===== config.mk =====
export PLATFORM = sky130hd
export DESIGN_NAME = edge_shrinking_median_filter_flat
export DESIGN_NICKNAME = d
export VERILOG_FILES = /design/src/rtl/esmf_pkg.sv /design/src/rtl/esmf_ifs.sv /design/src/rtl/esmf_window_store.sv /design/src/rtl/esmf_rank_unit.sv /design/src/rtl/edge_shrinking_median_filter.sv /design/src/flat_wrapper.sv
export SDC_FILE = /design/constraint.sdc
export NUM_CORES = 1
export LEC_CHECK = 0
export BUFFER_PORTS_ARGS = -buffer_cell sky130_fd_sc_hd__buf_4
export CAP_MARGIN = 20
export CORE_MARGIN = 2
export CORE_UTILIZATION = 47
export DETAILED_ROUTE_END_ITERATION = 12
export GPL_ROUTABILITY_DRIVEN = 0
export GPL_TIMING_DRIVEN = 0
export SYNTH_ARGS = -nofsm -noshare
export SYNTH_HDL_FRONTEND = slang
export SYNTH_SLANG_ARGS = --single-unit

===== constraint.sdc =====
create_clock -name clk_i -period 31.7 [get_ports clk_i]
set_input_delay 6.34 -clock clk_i [delete_from_list [all_inputs] [get_ports clk_i]]
set_output_delay 6.34 -clock clk_i [all_outputs]
set_load 0.01 [all_outputs]

===== src/rtl/esmf_pkg.sv =====
// ----------------------------------------------------------------------------
// esmf_pkg
// Shared types, constants and helpers of the edge shrinking median filter.
// ----------------------------------------------------------------------------
package esmf_pkg;

  localparam int SampleW          = 16;
  localparam int CntW             = 4;
  localparam int MaxWindowDefault = 15;
  // wide enough for any store index up to the largest allowed window
  localparam int QIdxW            = 5;

  typedef enum logic [1:0] {
    SelBypass = 2'd0,
    SelWin7   = 2'd1,
    SelWin11  = 2'd2,
    SelWin15  = 2'd3
  } win_sel_e;

  // window bounds handed to the rank unit
  typedef struct packed {
    logic [QIdxW-1:0] lo;
    logic [QIdxW-1:0] hi;
    logic [CntW-1:0]  half;
  } rank_query_t;

  function automatic logic [CntW-1:0] half_of_select(input logic [1:0] sel);
    logic [CntW-1:0] h;
    case (win_sel_e'(sel))
      SelBypass: h = 4'd0;
      SelWin7:   h = 4'd3;
      SelWin11:  h = 4'd5;
      SelWin15:  h = 4'd7;
      default:   h = 4'd0;
    endcase
    return h;
  endfunction

endpackage


===== src/rtl/esmf_ifs.sv =====
// ----------------------------------------------------------------------------
// esmf input and output channels
// Valid/ready channels carrying one sample word in and one result word out.
// ----------------------------------------------------------------------------
interface esmf_in_if;
  logic                         valid;
  logic                         ready;
  logic [esmf_pkg::SampleW-1:0] sample;
  logic                         last;

  modport source (output valid, sample, last, input ready);
  modport sink   (input valid, sample, last, output ready);
endinterface

interface esmf_out_if;
  logic                         valid;
  logic                         ready;
  logic [esmf_pkg::SampleW-1:0] filtered;
  logic                         end_mark;

  modport source (output valid, filtered, end_mark, input ready);
  modport sink   (input valid, filtered, end_mark, output ready);
endinterface


===== src/rtl/esmf_window_store.sv =====
// ----------------------------------------------------------------------------
// esmf_window_store
// Sample shift line, newest at entry 0, with one selectable read port.
// ----------------------------------------------------------------------------
module esmf_window_store #(
  parameter int MAX_WINDOW = esmf_pkg::MaxWindowDefault,
  localparam int IdxW      = $clog2(MAX_WINDOW)
) (
  input  logic                         clk_i,
  input  logic                         shift_i,
  input  logic [esmf_pkg::SampleW-1:0] sample_i,
  input  logic [IdxW-1:0]              rd_idx_i,
  output logic [esmf_pkg::SampleW-1:0] entries_o [MAX_WINDOW],
  output logic [esmf_pkg::SampleW-1:0] rd_data_o
);

  logic [esmf_pkg::SampleW-1:0] store_q [MAX_WINDOW];

  always_ff @(posedge clk_i) begin
    if (shift_i) begin
      store_q[0] <= sample_i;
      for (int i = 1; i < MAX_WINDOW; i++) begin
        store_q[i] <= store_q[i-1];
      end
    end
  end

  always_comb begin
    rd_data_o = store_q[0];
    for (int i = 0; i < MAX_WINDOW; i++) begin
      if (rd_idx_i == IdxW'(i)) begin
        rd_data_o = store_q[i];
      end
    end
  end

  assign entries_o = store_q;

endmodule


===== src/rtl/esmf_rank_unit.sv =====
// ----------------------------------------------------------------------------
// esmf_rank_unit
// Ranks one candidate against every window entry and flags the median.
// ----------------------------------------------------------------------------
module esmf_rank_unit #(
  parameter int MAX_WINDOW = esmf_pkg::MaxWindowDefault
) (
  input  logic [esmf_pkg::SampleW-1:0] entries_i [MAX_WINDOW],
  input  logic [esmf_pkg::SampleW-1:0] cand_i,
  input  esmf_pkg::rank_query_t        query_i,
  output logic                         hit_o
);

  localparam int CntBits = $clog2(MAX_WINDOW + 1);
  localparam int CmpW    = (CntBits > esmf_pkg::CntW) ? CntBits : esmf_pkg::CntW;

  logic [CntBits-1:0] less;
  logic [CntBits-1:0] equal;
  logic [CmpW-1:0]    less_x;
  logic [CmpW-1:0]    upper_x;
  logic [CmpW-1:0]    half_x;

  always_comb begin
    less  = '0;
    equal = '0;
    for (int k = 0; k < MAX_WINDOW; k++) begin
      if (esmf_pkg::QIdxW'(k) >= query_i.lo && esmf_pkg::QIdxW'(k) <= query_i.hi) begin
        if (entries_i[k] < cand_i) begin
          less = less + CntBits'(1);
        end else if (entries_i[k] == cand_i) begin
          equal = equal + CntBits'(1);
        end
      end
    end
  end

  assign less_x  = CmpW'(less);
  assign upper_x = CmpW'(less) + CmpW'(equal);
  assign half_x  = CmpW'(query_i.half);
  assign hit_o   = (less_x <= half_x) && (half_x < upper_x);

endmodule


===== src/rtl/edge_shrinking_median_filter.sv =====
// ----------------------------------------------------------------------------
// edge_shrinking_median_filter
// Running median over a centered window of 7, 11 or 15 samples (1 in bypass)
// that shrinks symmetrically at sequence ends; a last sample flushes the rest.
// ----------------------------------------------------------------------------
//  channel   dir  handshake     payload
//  in_i      in   valid/ready   sample[15:0], last
//  out_o     out  valid/ready   filtered[15:0], end_mark
//  cfg       in   cfg_we_i      cfg_data_i[1:0] (window_select)
//
//  one sample: an accept in StIdle, then per result a setup in StPick and a
//  scan of 1 to 2h+1 candidates on the shared rank unit (h = half window, at
//  most 7), then a closing check; a last sample gives up to 8 results
//  ready only while idle; a result waiting in the output register stalls
//  the rank unit but not the next accept
//  async active-low reset clears control state; no clearing pass
// ----------------------------------------------------------------------------
module edge_shrinking_median_filter #(
  parameter int MAX_WINDOW = esmf_pkg::MaxWindowDefault
) (
  input  logic       clk_i,
  input  logic       rst_ni,
  esmf_in_if.sink    in_i,
  esmf_out_if.source out_o,
  input  logic       cfg_we_i,
  input  logic [1:0] cfg_data_i
);

  localparam int IdxW = $clog2(MAX_WINDOW);
  localparam int CntW = esmf_pkg::CntW;
  localparam logic [CntW-1:0] Cap = CntW'((MAX_WINDOW - 1) / 2);

  typedef enum logic [2:0] {
    StIdle = 3'b001,
    StPick = 3'b010,
    StScan = 3'b100
  } state_e;

  state_e state_q, state_d;

  logic [1:0]      sel_q;
  logic [CntW-1:0] seen_q, seen_d;
  logic [CntW-1:0] emitted_q, emitted_d;
  logic            last_q, last_d;
  logic [CntW-1:0] pos_q, pos_d;
  logic [IdxW-1:0] cand_q, cand_d;
  esmf_pkg::rank_query_t query_q, query_d;

  logic                         out_valid_q, out_valid_d;
  logic [esmf_pkg::SampleW-1:0] out_data_q, out_data_d;
  logic                         out_end_q, out_end_d;

  logic                         accept;
  logic                         hit;
  logic                         load;
  logic [esmf_pkg::SampleW-1:0] cand_val;
  logic [esmf_pkg::SampleW-1:0] entries [MAX_WINDOW];

  logic [CntW-1:0] h_sel, h_cur, pos, older, h_a, h_pos;
  logic            need;

  esmf_window_store #(.MAX_WINDOW(MAX_WINDOW)) u_store (
    .clk_i    (clk_i),
    .shift_i  (accept),
    .sample_i (in_i.sample),
    .rd_idx_i (cand_q),
    .entries_o(entries),
    .rd_data_o(cand_val)
  );

  esmf_rank_unit #(.MAX_WINDOW(MAX_WINDOW)) u_rank (
    .entries_i(entries),
    .cand_i   (cand_val),
    .query_i  (query_q),
    .hit_o    (hit)
  );

  assign in_i.ready     = (state_q == StIdle);
  assign accept         = in_i.valid && in_i.ready;
  assign out_o.valid    = out_valid_q;
  assign out_o.filtered = out_data_q;
  assign out_o.end_mark = out_end_q;

  // half window for the next word to give back
  assign h_sel  = esmf_pkg::half_of_select(sel_q);
  assign h_cur  = (h_sel < Cap) ? h_sel : Cap;
  assign pos    = emitted_q - CntW'(1);
  assign older  = (seen_q > pos) ? (seen_q - CntW'(1) - pos) : '0;
  assign h_a    = (older < h_cur) ? older : h_cur;
  assign h_pos  = (pos < h_a) ? pos : h_a;
  assign need   = last_q ? (emitted_q != '0) : (emitted_q > h_cur);
  assign load   = (state_q == StScan) && hit && (!out_valid_q || out_o.ready);

  always_comb begin
    state_d     = state_q;
    seen_d      = seen_q;
    emitted_d   = emitted_q;
    last_d      = last_q;
    pos_d       = pos_q;
    cand_d      = cand_q;
    query_d     = query_q;
    out_valid_d = out_valid_q;
    out_data_d  = out_data_q;
    out_end_d   = out_end_q;

    if (out_valid_q && out_o.ready) begin
      out_valid_d = 1'b0;
    end

    case (state_q)
      StIdle: begin
        if (accept) begin
          seen_d    = (seen_q != '1) ? seen_q + CntW'(1) : seen_q;
          emitted_d = (emitted_q != '1) ? emitted_q + CntW'(1) : emitted_q;
          last_d    = in_i.last;
          state_d   = StPick;
        end
      end
      StPick: begin
        if (need) begin
          query_d.lo   = esmf_pkg::QIdxW'(pos) - esmf_pkg::QIdxW'(h_pos);
          query_d.hi   = esmf_pkg::QIdxW'(pos) + esmf_pkg::QIdxW'(h_pos);
          query_d.half = h_pos;
          cand_d       = IdxW'(pos - h_pos);
          pos_d        = pos;
          state_d      = StScan;
        end else begin
          if (last_q) begin
            seen_d = '0;
          end
          state_d = StIdle;
        end
      end
      StScan: begin
        if (load) begin
          out_valid_d = 1'b1;
          out_data_d  = cand_val;
          out_end_d   = last_q && (pos_q == '0);
          emitted_d   = emitted_q - CntW'(1);
          state_d     = StPick;
        end else if (!hit) begin
          cand_d = cand_q + IdxW'(1);
        end
      end
      default: begin
        state_d = StIdle;
      end
    endcase
  end

  always_ff @(posedge clk_i or negedge rst_ni) begin
    if (!rst_ni) begin
      state_q     <= StIdle;
      sel_q       <= esmf_pkg::SelWin7;
      seen_q      <= '0;
      emitted_q   <= '0;
      last_q      <= 1'b0;
      out_valid_q <= 1'b0;
    end else begin
      state_q     <= state_d;
      seen_q      <= seen_d;
      emitted_q   <= emitted_d;
      last_q      <= last_d;
      out_valid_q <= out_valid_d;
      if (cfg_we_i) begin
        sel_q <= cfg_data_i;
      end
    end
  end

  always_ff @(posedge clk_i) begin
    pos_q      <= pos_d;
    cand_q     <= cand_d;
    query_q    <= query_d;
    out_data_q <= out_data_d;
    out_end_q  <= out_end_d;
  end

`ifndef SYNTHESIS
  // the candidate scan always stops inside the window
  assert property (@(posedge clk_i) disable iff (!rst_ni)
    state_q == StScan |-> esmf_pkg::QIdxW'(cand_q) <= query_q.hi)
    else $error("median candidate ran past the window");

  // never more words held than the widest half window plus the new one
  assert property (@(posedge clk_i) disable iff (!rst_ni)
    emitted_q <= Cap + CntW'(1))
    else $error("held word count out of range");

  // each word given back retires exactly one held sample
  assert property (@(posedge clk_i) disable iff (!rst_ni)
    load |=> emitted_q == $past(emitted_q) - CntW'(1))
    else $error("held count not decremented on output");

  // a new output word only comes from the scan
  assert property (@(posedge clk_i) disable iff (!rst_ni)
    $rose(out_valid_q) |-> $past(state_q == StScan))
    else $error("output word loaded outside the scan");
`endif

endmodule

===== src/flat_wrapper.sv =====
// flat-port wrapper written by rule: the top's interface ports become plain ports
module edge_shrinking_median_filter_flat 
#(
  parameter int MAX_WINDOW = esmf_pkg::MaxWindowDefault
)
  (clk_i, rst_ni, cfg_we_i, cfg_data_i, in_i_valid, in_i_sample, in_i_last, in_i_ready, out_o_valid, out_o_filtered, out_o_end_mark, out_o_ready);
  esmf_in_if in_i_i ();
  esmf_out_if out_o_i ();
  input  logic clk_i;
  input  logic rst_ni;
  input  logic cfg_we_i;
  input  logic [1:0] cfg_data_i;
  input wire logic [$bits(in_i_i.valid)-1:0] in_i_valid;
  input wire logic [$bits(in_i_i.sample)-1:0] in_i_sample;
  input wire logic [$bits(in_i_i.last)-1:0] in_i_last;
  output wire logic [$bits(in_i_i.ready)-1:0] in_i_ready;
  output wire logic [$bits(out_o_i.valid)-1:0] out_o_valid;
  output wire logic [$bits(out_o_i.filtered)-1:0] out_o_filtered;
  output wire logic [$bits(out_o_i.end_mark)-1:0] out_o_end_mark;
  input wire logic [$bits(out_o_i.ready)-1:0] out_o_ready;
  assign in_i_i.valid = in_i_valid;
  assign in_i_i.sample = in_i_sample;
  assign in_i_i.last = in_i_last;
  assign in_i_ready = in_i_i.ready;
  assign out_o_valid = out_o_i.valid;
  assign out_o_filtered = out_o_i.filtered;
  assign out_o_end_mark = out_o_i.end_mark;
  assign out_o_i.ready = out_o_ready;
  edge_shrinking_median_filter #(.MAX_WINDOW(MAX_WINDOW)) u_core (.clk_i(clk_i), .rst_ni(rst_ni), .in_i(in_i_i), .out_o(out_o_i), .cfg_we_i(cfg_we_i), .cfg_data_i(cfg_data_i));
endmodule

==> metrics.txt <==
# rows 77; Via Count 16000; Final Skew 0.0198 ns; Worst Tran Pin Value slightly above 1 ns; post-synth top area share 39.8%; die height ~220 um; DP HPWL between 40000 and 50000 um; Unique masters post-synth 100; number of antenna diodes 0; DR WL/cell just over 20 um; die area approximately 46000 sq um; most common cell after layout, fill and taps aside ha_1; WL final between 50000 and 60000 um; RSZ-0062 raised after global routing false; port bufs 42; H-Tree Depth 2; CTS tree built; Setup Slack @ Placement ~13 ns; r2r worst-path depth 80; WS Path Type reg2reg; share of cells above drive strength 1 under 10%; post-cts sizing count 0; syn_area_per_cell 10.4 sq um; Final Worst Setup Slack about 13 ns; Tmin final between 15 and 20 ns; Post-synth EDFFs between 200 and 300; pins over their slew limit 0; Starting Density between 40% and 50%; final setup vio count 0; CP most frequent cell ha_1; first-pass GRT wire length around 86000 um; largest net degree at the start of global routing 65; outcome finished clean; Min-Delay Path Class reg2reg; number of synthesized register bits 293; hold_ws around 0.47 ns; final hold vios 0; Worst Setup End Kind flip-flop; max_cap viols 0; most frequent cells in the layout ha_1 (303), edfxtp_1 (278), a21oi_1 (194); Highest Clock Rate between 50 and 60 MHz; Clock Sinks around 300; io pins 43; Synth warnings 0; Slowest cell on crit path nor2_1; Hold Path End u_core.u_store.entries_o[128]; filler cell count about 4000; DR iter-0 viols ~1000; Core Area ~44000 sq um; Root Buffer clkbuf_16; initial antenna violation count 0; Synth Net Count roughly 2400; FF-to-FF Start u_core.cand_q[2]; CP Max Fanout 15; Die X between 200 and 250 um; CP required between 30 and 40 ns; DRC viols 0; total grt overflow 0; vias per cell ~6; hold_sp u_core.u_store.entries_o[144]; Final Net Count 2444; Synth Instances about 2000; area leader, netlist edfxtp_1; Crit path arrival time ~19 ns; CTS clk-pin slew, worst paths ~0.05 ns; clk_lat worst skew around 0.56 ns; crit-path max cell delay approximately 0.71 ns; drt pass-1 iters 7; Final period util between 50 and 60%; vias in the first global route approximately 16000; Area growth syn-to-layout 11.0%; Final ANT Viol Nets 0; Post-CTS Hold Fix Bufs 0; CTS buffer count 37; Max-slew headroom 30.8%; Cells on Worst Hold Path 0; Clock Path Buffers 3; Total Neg Setup Slack 0 ns; asr flop ratio synth about 5.1%; FF-to-FF setup slack 13.15 ns; fin area roughly 23000 sq um; Seq/Total Area, Yosys between 40% and 50%; Global Route Usage Sum 23.7%; reg2reg end u_core.emitted_q[2]; Synth area leaders edfxtp_1 (40%), ha_1 (18%), a21oi_1 (4.7%); Cell Area, Placed roughly 22000 sq um; Cell Area, Synth ~21000 sq um; CP Launch Type flip-flop; Setup Fix Bufs, Post-CTS 0; ys flop type edfxtp_1
-- worst max-delay path by stage --
stage	endpoint	slack, ns	from	cells after the start
final	u_core.emitted_q[2]	13.15	u_core.cand_q[2]	80
after global routing	u_core.emitted_q[2]	11.94	u_core.cand_q[2]	80
after CTS	u_core.emitted_q[2]	13.18	u_core.cand_q[2]	80
after detailed placement	u_core.emitted_q[2]	13.25	u_core.cand_q[2]	80
after global placement	u_core.emitted_q[3]	11.28	u_core.cand_q[2]	81
after floorplan	u_core.emitted_q[2]	15.93	u_core.cand_q[2]	80
-- final cells by class --
cell class / instances / area [sq um] / share of cell area (%)
Sequential cell: 293 / 8730 / 37.5
Inverter: 87 / 327 / 1.40
Multi-Input combinational cell: 1575 / 11600 / 50.0
Tap cell: 592 / 741 / 3.18
Buffer: 69 / 319 / 1.37
Timing Repair Buffer: 50 / 460 / 1.98
Clock inverter: 15 / 92.6 / 0.397
Clock buffer: 49 / 992 / 4.26
-- registers in the layout, summed over array words and instances, names as in the netlist --
| register | flops |
|---|---|
| u_core.u_store.entries_o | 240 |
| u_core.out_o.end_mark | 1 |
| u_core.out_o.filtered | 16 |
| u_core.query_q | 13 |
| u_core.state_q | 3 |
| u_core.pos_q | 4 |
| u_core.seen_q | 4 |
| u_core.out_o.valid | 1 |
| u_core.sel_q | 2 |
| u_core.emitted_q | 4 |
| u_core.last_q | 1 |
| u_core.cand_q | 4 |
-- critical path, delay by kind of cell (launching register included) --
family                     cells  cell delay, ns
and+or+nand+nor               15            2.93
AOI/OAI and AO/OA             27            5.98
buffers and inverters          6            1.24
adders and majority gates     17            4.97
muxes                          5            1.21
DFF                            1            0.35
xor gates and xnor gates      10            1.74
-- routing by layer --
| layer | vias to the layer above | part of all wire [%] | global-route usage [%] |
|---|---|---|---|
| met5 | - | 0 | 0 |
| met4 | 0 | 3.4 | 8.83 |
| met3 | 106 | 3.6 | 3.06 |
| met2 | 369 | 50 | 43.2 |
| met1 | 7655 | 42 | 28.3 |
| li1 | 7902 | - | - |
-- cell families after synthesis --
kind of cell	after synthesis	synth area share [%]
other	1	0.0179
AOI/OAI and AO/OA	564	17.5
muxes	20	1.01
DFF	293	41.6
buffers and inverters	156	3.06
xor gates and xnor gates	97	4.90
adders and majority gates	307	18.4
and+or+nand+nor	586	13.5
-- Yosys cell counts (8+ instances only) --
cell	count
ha_1	303
edfxtp_1	278
a21oi_1	196
nor2_1	188
nand2_1	157
a211oi_1	100
inv_1	85
o21ai_0	84
xnor2_1	62
clkbuf_1	57
nand3_1	52
nand4_1	48
o21a_1	37
a21o_1	28
nor3_1	24
nor2b_1	21
xor2_1	21
a311oi_1	17
nand2b_1	17
dfrtp_1	13
and4_1	12
nor4_1	12
a31oi_1	11
and2_1	11
mux2i_1	11
o211ai_1	11
and3_1	9
mux2_2	9
o22ai_1	8
-- through the flow --
stage | utilization (%) | cells
after floorplan | - | 2024
after global placement | 50.0 | 2658
after detailed placement | 50.3 | 2665
after CTS | 52.8 | 2729
after global routing | 52.8 | 2730
final | 52.8 | 2730
Power is left out: the tool's default activity adds up to more than one toggle a clock period on the data nets, which glitch-free logic cannot reach.
